### config.mk
export PLATFORM = sky130hd
export DESIGN_NAME = utf8_strict_decoder_top_flat
export DESIGN_NICKNAME = d
export VERILOG_FILES = /design/src/sv/u8d_pkg.sv /design/src/sv/u8d_ifs.sv /design/src/sv/u8d_front.sv /design/src/sv/u8d_queue.sv /design/src/sv/u8d_back.sv /design/src/sv/utf8_strict_decoder_top.sv /design/src/flat_wrapper.sv
export SDC_FILE = /design/constraint.sdc
export NUM_CORES = 1
export LEC_CHECK = 0
export BUFFER_PORTS_ARGS = -buffer_cell sky130_fd_sc_hd__buf_2
export CAP_MARGIN = 25
export CORE_ASPECT_RATIO = 0.5
export CORE_UTILIZATION = 60
export CTS_CLUSTER_DIAMETER = 150
export CTS_CLUSTER_SIZE = 10
export DETAILED_ROUTE_END_ITERATION = 10
export PLACE_DENSITY = 0.78
export SYNTH_ARGS = -nofsm -noshare
export SYNTH_HDL_FRONTEND = slang
export SYNTH_SLANG_ARGS = --single-unit
### constraint.sdc
create_clock -name i_clk -period 4.75 [get_ports i_clk]
set_clock_uncertainty 0.15 [all_clocks]
set_input_delay 0.2375 -clock i_clk [delete_from_list [all_inputs] [get_ports i_clk]]
set_output_delay 0.2375 -clock i_clk [all_outputs]
set_load 0.05 [all_outputs]
### src/sv/u8d_pkg.sv
// Package for the strict UTF-8 decoder: constants, the job record that
// travels between the front and back parts, and sizing defaults.
// No dependencies.
`timescale 1ns / 1ps
`default_nettype none

package u8d_pkg;

    // Default depth of the job queue between front and back.
    localparam int QUEUE_DEPTH = 4;

    // Code point limits and the raw-byte sentinel base.
    localparam logic [20:0] SENT_BASE = 21'h110000;
    localparam logic [20:0] SURR_LO   = 21'h00D800;
    localparam logic [20:0] SURR_HI   = 21'h00DFFF;
    localparam logic [20:0] CP_MAX    = 21'h10FFFF;
    localparam logic [20:0] MIN_LEN2  = 21'h000080;
    localparam logic [20:0] MIN_LEN3  = 21'h000800;
    localparam logic [20:0] MIN_LEN4  = 21'h010000;

    // One job holds every result that a single input word causes: first
    // pre_cnt held bytes flushed as sentinels, then an optional tail result.
    typedef struct packed {
        logic [2:0][7:0] held;
        logic [1:0]      pre_cnt;
        logic            tail_vld;
        logic            tail_raw;
        logic [20:0]     tail_val;
    } t_job;

    // Sentinel code for a raw byte.
    function automatic logic [20:0] raw_code(input logic [7:0] b);
        return SENT_BASE | {13'd0, b};
    endfunction

endpackage

`default_nettype wire

### src/sv/u8d_ifs.sv
// Stream channel interfaces of the strict UTF-8 decoder: the byte input
// channel and the code point output channel. No dependencies.
`timescale 1ns / 1ps
`default_nettype none

interface u8d_in_if;
    logic       valid;
    logic       ready;
    logic [7:0] byte_in;
    logic       end_of_text;

    modport source (output valid, byte_in, end_of_text, input ready);
    modport sink   (input valid, byte_in, end_of_text, output ready);
endinterface

interface u8d_out_if;
    logic        valid;
    logic        ready;
    logic [20:0] code_value;
    logic        raw_byte;
    logic        run_last;

    modport source (output valid, code_value, raw_byte, run_last, input ready);
    modport sink   (input valid, code_value, raw_byte, run_last, output ready);
endinterface

`default_nettype wire

### src/sv/u8d_front.sv
// Front part of the strict UTF-8 decoder: accepts bytes, tracks the open
// sequence and turns each byte into at most one job. Depends on u8d_pkg, u8d_ifs.
`timescale 1ns / 1ps
`default_nettype none

module u8d_front import u8d_pkg::*; (
    input  logic   i_clk,
    input  logic   i_rst_n,
    u8d_in_if.sink i_in,
    input  logic   i_q_full,
    output logic   o_push,
    output t_job   o_job
);

    logic [7:0]  r_held [3];
    logic [7:0]  n_held [3];
    logic [1:0]  r_held_cnt, n_held_cnt;
    logic [2:0]  r_seq_len, n_seq_len;
    logic [20:0] r_partial, n_partial;

    logic [7:0]  w_byte;
    logic        w_eot;
    logic        w_accept;
    logic        w_cont;
    logic        w_open;
    logic [20:0] w_v;
    logic        w_complete;
    logic        w_bad;
    logic        w_lead_ok;
    logic [2:0]  w_lead_len;
    logic [20:0] w_lead_bits;
    t_job        w_job;

    assign w_byte     = i_in.byte_in;
    assign w_eot      = i_in.end_of_text;
    assign i_in.ready = !i_q_full;
    assign w_accept   = i_in.valid && !i_q_full;

    // Continuation check and the value with this byte appended.
    assign w_cont     = (w_byte[7:6] == 2'b10);
    assign w_open     = (r_seq_len != 3'd0);
    assign w_v        = {r_partial[14:0], w_byte[5:0]};
    assign w_complete = (({1'b0, r_held_cnt} + 3'd1) >= r_seq_len);

    // Overlong, surrogate and range checks on a completed sequence.
    always_comb begin
        w_bad = 1'b0;
        if (r_seq_len == 3'd2 && w_v < MIN_LEN2) w_bad = 1'b1;
        if (r_seq_len == 3'd3 && w_v < MIN_LEN3) w_bad = 1'b1;
        if (r_seq_len == 3'd4 && w_v < MIN_LEN4) w_bad = 1'b1;
        if (w_v >= SURR_LO && w_v <= SURR_HI) w_bad = 1'b1;
        if (w_v > CP_MAX) w_bad = 1'b1;
    end

    // Lead byte classification.
    always_comb begin
        w_lead_ok   = 1'b1;
        w_lead_len  = 3'd0;
        w_lead_bits = 21'd0;
        if (w_byte[7:5] == 3'b110) begin
            w_lead_len  = 3'd2;
            w_lead_bits = {16'd0, w_byte[4:0]};
        end else if (w_byte[7:4] == 4'b1110) begin
            w_lead_len  = 3'd3;
            w_lead_bits = {17'd0, w_byte[3:0]};
        end else if (w_byte[7:3] == 5'b11110) begin
            w_lead_len  = 3'd4;
            w_lead_bits = {18'd0, w_byte[2:0]};
        end else begin
            w_lead_ok = 1'b0;
        end
    end

    // Next state and the job for this word.
    always_comb begin
        n_held     = r_held;
        n_held_cnt = r_held_cnt;
        n_seq_len  = r_seq_len;
        n_partial  = r_partial;
        for (int k = 0; k < 3; k++) begin
            w_job.held[k] = r_held[k];
        end
        w_job.pre_cnt  = 2'd0;
        w_job.tail_vld = 1'b0;
        w_job.tail_raw = 1'b0;
        w_job.tail_val = 21'd0;

        if (w_open && w_cont) begin
            if (w_complete) begin
                w_job.tail_vld = 1'b1;
                if (w_bad) begin
                    w_job.pre_cnt  = r_held_cnt;
                    w_job.tail_raw = 1'b1;
                    w_job.tail_val = raw_code(w_byte);
                end else begin
                    w_job.tail_val = w_v;
                end
                n_held_cnt = 2'd0;
                n_seq_len  = 3'd0;
                n_partial  = 21'd0;
            end else if (w_eot) begin
                // Truncated at end of text: everything held plus this byte.
                w_job.pre_cnt  = r_held_cnt;
                w_job.tail_vld = 1'b1;
                w_job.tail_raw = 1'b1;
                w_job.tail_val = raw_code(w_byte);
                n_held_cnt     = 2'd0;
                n_seq_len      = 3'd0;
                n_partial      = 21'd0;
            end else begin
                for (int k = 0; k < 3; k++) begin
                    if (2'(k) == r_held_cnt) n_held[k] = w_byte;
                end
                n_held_cnt = r_held_cnt + 2'd1;
                n_partial  = w_v;
            end
        end else begin
            // A breaking byte flushes what is held, then acts as a lead.
            if (w_open) begin
                w_job.pre_cnt = r_held_cnt;
                n_held_cnt    = 2'd0;
                n_seq_len     = 3'd0;
                n_partial     = 21'd0;
            end
            if (!w_byte[7]) begin
                w_job.tail_vld = 1'b1;
                w_job.tail_val = {13'd0, w_byte};
            end else if (w_lead_ok && !w_eot) begin
                n_held[0]  = w_byte;
                n_held_cnt = 2'd1;
                n_seq_len  = w_lead_len;
                n_partial  = w_lead_bits;
            end else begin
                w_job.tail_vld = 1'b1;
                w_job.tail_raw = 1'b1;
                w_job.tail_val = raw_code(w_byte);
            end
        end
    end

    assign o_job  = w_job;
    assign o_push = w_accept && (w_job.tail_vld || (w_job.pre_cnt != 2'd0));

    // Sequence control state.
    always_ff @(posedge i_clk) begin
        if (!i_rst_n) begin
            r_held_cnt <= 2'd0;
            r_seq_len  <= 3'd0;
            r_partial  <= 21'd0;
        end else if (w_accept) begin
            r_held_cnt <= n_held_cnt;
            r_seq_len  <= n_seq_len;
            r_partial  <= n_partial;
        end
    end

    // Held bytes carry no reset; only entries below the count are used.
    always_ff @(posedge i_clk) begin
        if (w_accept) begin
            r_held <= n_held;
        end
    end

    // An open sequence always holds its lead and is never already complete.
    a_open_count: assert property (@(posedge i_clk) disable iff (!i_rst_n)
        r_seq_len != 3'd0 |-> (r_held_cnt != 2'd0 && {1'b0, r_held_cnt} < r_seq_len))
        else $error("open sequence with an impossible held count");

    // With no sequence open nothing is held or gathered.
    a_idle_clear: assert property (@(posedge i_clk) disable iff (!i_rst_n)
        r_seq_len == 3'd0 |-> (r_held_cnt == 2'd0 && r_partial == 21'd0))
        else $error("state left over with no open sequence");

endmodule

`default_nettype wire

### src/sv/u8d_queue.sv
// Job queue between the front and back parts of the strict UTF-8 decoder.
// Depends on u8d_pkg.
`timescale 1ns / 1ps
`default_nettype none

module u8d_queue import u8d_pkg::*; #(
    parameter int DEPTH = QUEUE_DEPTH
) (
    input  logic i_clk,
    input  logic i_rst_n,
    input  logic i_push,
    input  t_job i_job,
    output logic o_full,
    input  logic i_pop,
    output t_job o_head,
    output logic o_empty
);

    localparam int PW = (DEPTH > 1) ? $clog2(DEPTH) : 1;
    localparam int CW = $clog2(DEPTH + 1);

    t_job          r_mem [DEPTH];
    logic [PW-1:0] r_wr, r_rd;
    logic [CW-1:0] r_cnt;
    logic          w_wr, w_rd;

    assign o_full  = (r_cnt == CW'(DEPTH));
    assign o_empty = (r_cnt == '0);
    assign o_head  = r_mem[r_rd];
    assign w_wr    = i_push && !o_full;
    assign w_rd    = i_pop && !o_empty;

    // Pointers and fill count.
    always_ff @(posedge i_clk) begin
        if (!i_rst_n) begin
            r_wr  <= '0;
            r_rd  <= '0;
            r_cnt <= '0;
        end else begin
            if (w_wr) r_wr <= (r_wr == PW'(DEPTH - 1)) ? '0 : r_wr + PW'(1);
            if (w_rd) r_rd <= (r_rd == PW'(DEPTH - 1)) ? '0 : r_rd + PW'(1);
            if (w_wr && !w_rd) r_cnt <= r_cnt + CW'(1);
            else if (w_rd && !w_wr) r_cnt <= r_cnt - CW'(1);
        end
    end

    // Storage.
    always_ff @(posedge i_clk) begin
        if (w_wr) r_mem[r_wr] <= i_job;
    end

    // The back part only pops a job that is there.
    a_pop_nonempty: assert property (@(posedge i_clk) disable iff (!i_rst_n)
        i_pop |-> !o_empty)
        else $error("pop from an empty job queue");

endmodule

`default_nettype wire

### src/sv/u8d_back.sv
// Back part of the strict UTF-8 decoder: expands the job at the queue head
// into one result word per cycle while the output is not stalled, through an
// output register. Depends on u8d_pkg, u8d_ifs.
`timescale 1ns / 1ps
`default_nettype none

module u8d_back import u8d_pkg::*; (
    input  logic       i_clk,
    input  logic       i_rst_n,
    input  t_job       i_head,
    input  logic       i_q_empty,
    output logic       o_pop,
    u8d_out_if.source  o_out
);

    logic [1:0]  r_idx;
    logic        r_vld;
    logic [20:0] r_code;
    logic        r_raw;
    logic        r_last;

    logic [2:0]  w_total;
    logic        w_last;
    logic        w_load;
    logic        w_in_pre;
    logic [20:0] w_code;
    logic        w_raw;

    // Position of the current result within the head job.
    assign w_total  = {1'b0, i_head.pre_cnt} + {2'd0, i_head.tail_vld};
    assign w_last   = (({1'b0, r_idx} + 3'd1) == w_total);
    assign w_in_pre = (r_idx < i_head.pre_cnt);
    assign w_load   = !i_q_empty && (!r_vld || o_out.ready);
    assign o_pop    = w_load && w_last;

    // Select a flushed byte or the tail result.
    always_comb begin
        if (w_in_pre) begin
            w_code = raw_code(i_head.held[r_idx]);
            w_raw  = 1'b1;
        end else begin
            w_code = i_head.tail_val;
            w_raw  = i_head.tail_raw;
        end
    end

    // Control: result index and output valid.
    always_ff @(posedge i_clk) begin
        if (!i_rst_n) begin
            r_idx <= 2'd0;
            r_vld <= 1'b0;
        end else begin
            if (w_load) begin
                r_idx <= w_last ? 2'd0 : r_idx + 2'd1;
                r_vld <= 1'b1;
            end else if (o_out.ready) begin
                r_vld <= 1'b0;
            end
        end
    end

    // Output payload register.
    always_ff @(posedge i_clk) begin
        if (w_load) begin
            r_code <= w_code;
            r_raw  <= w_raw;
            r_last <= w_last;
        end
    end

    assign o_out.valid      = r_vld;
    assign o_out.code_value = r_code;
    assign o_out.raw_byte   = r_raw;
    assign o_out.run_last   = r_last;

    // A job partly sent stays at the queue head until its last result.
    a_job_held: assert property (@(posedge i_clk) disable iff (!i_rst_n)
        r_idx != 2'd0 |-> !i_q_empty)
        else $error("job left the queue before its last result");

endmodule

`default_nettype wire

### src/sv/utf8_strict_decoder_top.sv
// Top level of the strict UTF-8 decoder: front part, job queue, back part.
// Depends on u8d_pkg, u8d_ifs, u8d_front, u8d_queue, u8d_back.
//
// Usage: bytes enter on i_in (byte_in, end_of_text) with a valid/ready
// handshake; code points leave on o_out (code_value, raw_byte, run_last).
// Each byte causes zero to four result words; run_last marks the final one
// a byte causes. Malformed input gives sentinels 0x110000 plus the raw byte.
// With the queue empty and the output register free, the first result of a
// byte passes through the job queue and then the output register on its way
// to o_out. A byte that is only held gives no result.
// Throughput: one byte per cycle while the queue has room; one result word
// per cycle while the receiver is ready. A byte with k results holds the
// back part until all k have left the single output register.
// The front keeps taking bytes while the queue has room (depth Q_DEPTH), so
// input and output stall independently. When the receiver stalls, the
// output word holds, the queue fills, and then i_in.ready drops.
// Reset (synchronous, i_rst_n low) closes any open sequence, empties the
// queue and drops o_out.valid; held bytes need no clearing.
`timescale 1ns / 1ps
`default_nettype none

module utf8_strict_decoder_top import u8d_pkg::*; #(
    parameter int Q_DEPTH = QUEUE_DEPTH
) (
    input  logic       i_clk,
    input  logic       i_rst_n,
    u8d_in_if.sink     i_in,
    u8d_out_if.source  o_out
);

    logic w_push;
    logic w_pop;
    logic w_full;
    logic w_empty;
    t_job w_job;
    t_job w_head;

    // Byte intake and classification.
    u8d_front u_front (
        .i_clk    (i_clk),
        .i_rst_n  (i_rst_n),
        .i_in     (i_in),
        .i_q_full (w_full),
        .o_push   (w_push),
        .o_job    (w_job)
    );

    // Decoupling queue.
    u8d_queue #(
        .DEPTH (Q_DEPTH)
    ) u_queue (
        .i_clk   (i_clk),
        .i_rst_n (i_rst_n),
        .i_push  (w_push),
        .i_job   (w_job),
        .o_full  (w_full),
        .i_pop   (w_pop),
        .o_head  (w_head),
        .o_empty (w_empty)
    );

    // Result expansion and output register.
    u8d_back u_back (
        .i_clk     (i_clk),
        .i_rst_n   (i_rst_n),
        .i_head    (w_head),
        .i_q_empty (w_empty),
        .o_pop     (w_pop),
        .o_out     (o_out)
    );

endmodule

`default_nettype wire

### src/flat_wrapper.sv
// flat-port wrapper written by rule: the top's interface ports become plain ports
module utf8_strict_decoder_top_flat import u8d_pkg::*;
#(
    parameter int Q_DEPTH = QUEUE_DEPTH
)
  (i_clk, i_rst_n, i_in_valid, i_in_byte_in, i_in_end_of_text, i_in_ready, o_out_valid, o_out_code_value, o_out_raw_byte, o_out_run_last, o_out_ready);
  u8d_in_if i_in_i ();
  u8d_out_if o_out_i ();
  input  logic i_clk;
  input  logic i_rst_n;
  input wire logic [$bits(i_in_i.valid)-1:0] i_in_valid;
  input wire logic [$bits(i_in_i.byte_in)-1:0] i_in_byte_in;
  input wire logic [$bits(i_in_i.end_of_text)-1:0] i_in_end_of_text;
  output wire logic [$bits(i_in_i.ready)-1:0] i_in_ready;
  output wire logic [$bits(o_out_i.valid)-1:0] o_out_valid;
  output wire logic [$bits(o_out_i.code_value)-1:0] o_out_code_value;
  output wire logic [$bits(o_out_i.raw_byte)-1:0] o_out_raw_byte;
  output wire logic [$bits(o_out_i.run_last)-1:0] o_out_run_last;
  input wire logic [$bits(o_out_i.ready)-1:0] o_out_ready;
  assign i_in_i.valid = i_in_valid;
  assign i_in_i.byte_in = i_in_byte_in;
  assign i_in_i.end_of_text = i_in_end_of_text;
  assign i_in_ready = i_in_i.ready;
  assign o_out_valid = o_out_i.valid;
  assign o_out_code_value = o_out_i.code_value;
  assign o_out_raw_byte = o_out_i.raw_byte;
  assign o_out_run_last = o_out_i.run_last;
  assign o_out_i.ready = o_out_ready;
  utf8_strict_decoder_top #(.Q_DEPTH(Q_DEPTH)) u_core (.i_clk(i_clk), .i_rst_n(i_rst_n), .i_in(i_in_i), .o_out(o_out_i));
endmodule
==> metrics <==
Leak Pwr 0.004084 µW; wire per inst 23.15 µm; Synth top area share 0.6735; met3 Use GR 0.04209; GR Layer Usage met2 0.3996; syn avg cell area 18.03 µm²; Port Buffer Count 37; total track usage 0.2443; fill count 1078; CP max stage delay 660 ps; fmax 269.6 MHz; Remaining DRCs 0; DIE WIDTH 192.0 µm; total wire length 21420 µm; Final #Nets 697; worst min path class input port to register; relative slew slack 0.2744; Seq cells post-synth 275; CORE AREA 0.01753 mm²; post-synthesis cell type count 55; DRT iter0 DRCs 685; post-layout power 6655 µW; number of vias per cell 6.090; global route overflow 0; maximum clock path buffer count 3; crit share post-route 0.7809; 1st-pass router iterations 5; synthesized cell area 0.01083 mm²; io pins 38; RSZ-0062 raised after global routing false; Syn Inst Count 601; critical-path cell list mux4_2, ha_1, ha_1, xor2_1, nor3_2, nand2_1, ha_1, inv_1, fa_1, xor2_1, or3_1, a21boi_0; max_cap viols 0; Layout area overhead 13.39%; largest net degree at the start of global routing 50; GPL Wtd Cong 0.8476; outcome finished, final reports clean; setup violators final 0; share of layout cells above drive strength 1 0.2214; met1 usage 0.3441; Root Driver clkbuf_16; setup TNS 0 ps; Power Dens Cells 541.8 mW/mm²; die height 97.02 µm; WP data required 5070 ps; Setup WS post-layout 1041 ps; vias in the first global route 5858; antenna diode count 0; main flop type after synthesis edfxtp_1; Die ar. 0.01863 mm²; Initial Util 0.6181; dominant cells by area after synthesis edfxtp_1 67%, mux4_2 10%, dfxtp_1 5.9%; Critical Path AT 4030 ps; slowest cell on the critical path dfxtp_4; Place WS 998.3 ps; Max Slew Vio Count 0; Clock H-tree levels 1; first-pass GRT wire length 33380 µm; Synth Net Count 632; Sink Count 275; TritonCTS clock tree built; row count 34; Most Crowded Layer GR met2; Critical Path Sink Type register; worst-skew pair later-pin latency 550 ps; CP max FO 24; Peak VDD IR 0.3768 mV; Ys Warns 0; Post-CTS Setup Inserts 0; Num CTS Buffers 31; worst-margin pin slew 1084 ps; final hold violations 0; critical path class register to register; commonest non-fill, non-tap cell in the layout edfxtp_1; CTS resizes 0; sequential share of the synthesized area 0.7326; most frequent cells in the layout 243 x edfxtp_1, 49 x mux4_2, 37 x buf_2, 31 x clkbuf_16, 30 x dfxtp_1; ANT nets after route 0; Tmin final 3709 ps; post-DP HPWL 12060 µm; startpoint types register; clock-pin slew on the worst setup and hold paths 60 ps; number of synthesized flops with an enable pin 243; total number of vias 5633; Synth async-reset ratio 0; critical path's most frequent cell ha_1; initial antenna violation count 0; dominant cell type by area after synthesis edfxtp_1
metrics by stage:
step                std cells  hold slack [ps]    util  cell area [µm²]
global route              925            21.16  0.7009            12280
finish                    925            18.94  0.7009            12280
CTS                       925            1.160  0.7009            12280
floorplan                 601            186.4       -            10830
global placement          858            312.3  0.6452            11310
detailed placement        858            331.4  0.6452            11310
what timing repair did:
| action | CTS | global route |
|---|---|---|
| hold endpoints to repair | 25 | 0 |
| setup endpoints to repair | 0 | 0 |
| hold buffers | 9 | 0 |
kinds of logic (layout without fill, tap and decap cells):
group	Yosys count	after routing	synth area share
DFF	275	275	0.7326
adders and majority gates	18	18	0.02148
buffers and inverters	36	126	0.01467
xor gates and xnor gates	6	6	0.004851
muxes	62	62	0.1139
and+or+nand+nor	134	134	0.06975
AOI/OAI and AO/OA	70	70	0.04273
report_power, final:
| group | total (µW) | leakage [µW] | switching (µW) | internal (µW) |
|---|---|---|---|---|
| Clock | 2100 | 0.000416 | 877 | 1220 |
| Sequential | 3080 | 0.00251 | 96.5 | 2980 |
| Combinational | 1480 | 0.00116 | 1020 | 455 |
cell type report:
type,instances,area [µm²],area share
Tap cell,234,292.8,0.02383
Inverter,10,37.54,0.003056
Clock buffer,56,869.6,0.07079
Multi-Input combinational cell,290,2748,0.2237
Timing Repair Buffer,58,377.9,0.03076
Clock inverter,2,16.27,0.001324
Sequential cell,275,7943,0.6466
worst max-delay path: cells and delay by family (launching register included):
family	cells	cell delay, ps
AO/OA/AOI/OAI	1	160
XOR/XNOR	2	360
adder cells (fa/ha/maj)	4	1110
buffers and inverters	1	70
flip-flops	1	660
multiplexers	1	590
AND/OR/NAND/NOR	3	530
worst paths after layout:
path / from / slack [ps] / to / cells after the start
min reg2reg: u_core.u_front.o_job[41]$_DFFE_PP_ / 350 / u_core.u_queue.r_mem[1][41]$_DFFE_PP_ / 0
max: register / 1040 / u_core.u_queue.r_cnt[2]$_SDFFE_PN0P_ / 12
max reg2reg: register / 1040 / u_core.u_queue.r_cnt[2]$_SDFFE_PN0P_ / 12
min: i_in_valid / 20 / u_core.u_front.r_held_cnt[0]$_SDFFE_PN0P_ / 4
metal layers:
layer	share of wire	wire length (µm)
met1	0.42	8964
met2	0.49	10590
met3	0.069	1477
met4	0.018	388
met5	0	0
state kept, by name (all words and copies together) (netlist names), named ones only:
name	flops
u_core.u_queue.r_wr	2
u_core.u_queue.r_mem	196
u_core.u_front.o_job	24
u_core.u_back.o_out.raw_byte	1
u_core.u_back.o_out.valid	1
u_core.u_back.o_out.run_last	1
u_core.u_front.r_held_cnt	2
u_core.u_queue.r_cnt	3
u_core.u_back.r_idx	2
u_core.u_front.r_partial	15
u_core.u_back.o_out.code_value	21
u_core.u_queue.r_rd	2
u_core.u_front.r_seq_len	3
cells in the mapped netlist, types with 12 or more instances:
library cell and number:
a21oi_1 25, a22oi_1 12, and2_1 33, clkbuf_1 15, dfxtp_1 32, edfxtp_1 243
ha_1 17, mux2i_1 13, mux4_2 49, nand2_1 20, nor2_1 22, nor2b_1 27
No activity file was read; power rests on OpenSTA's default activity.
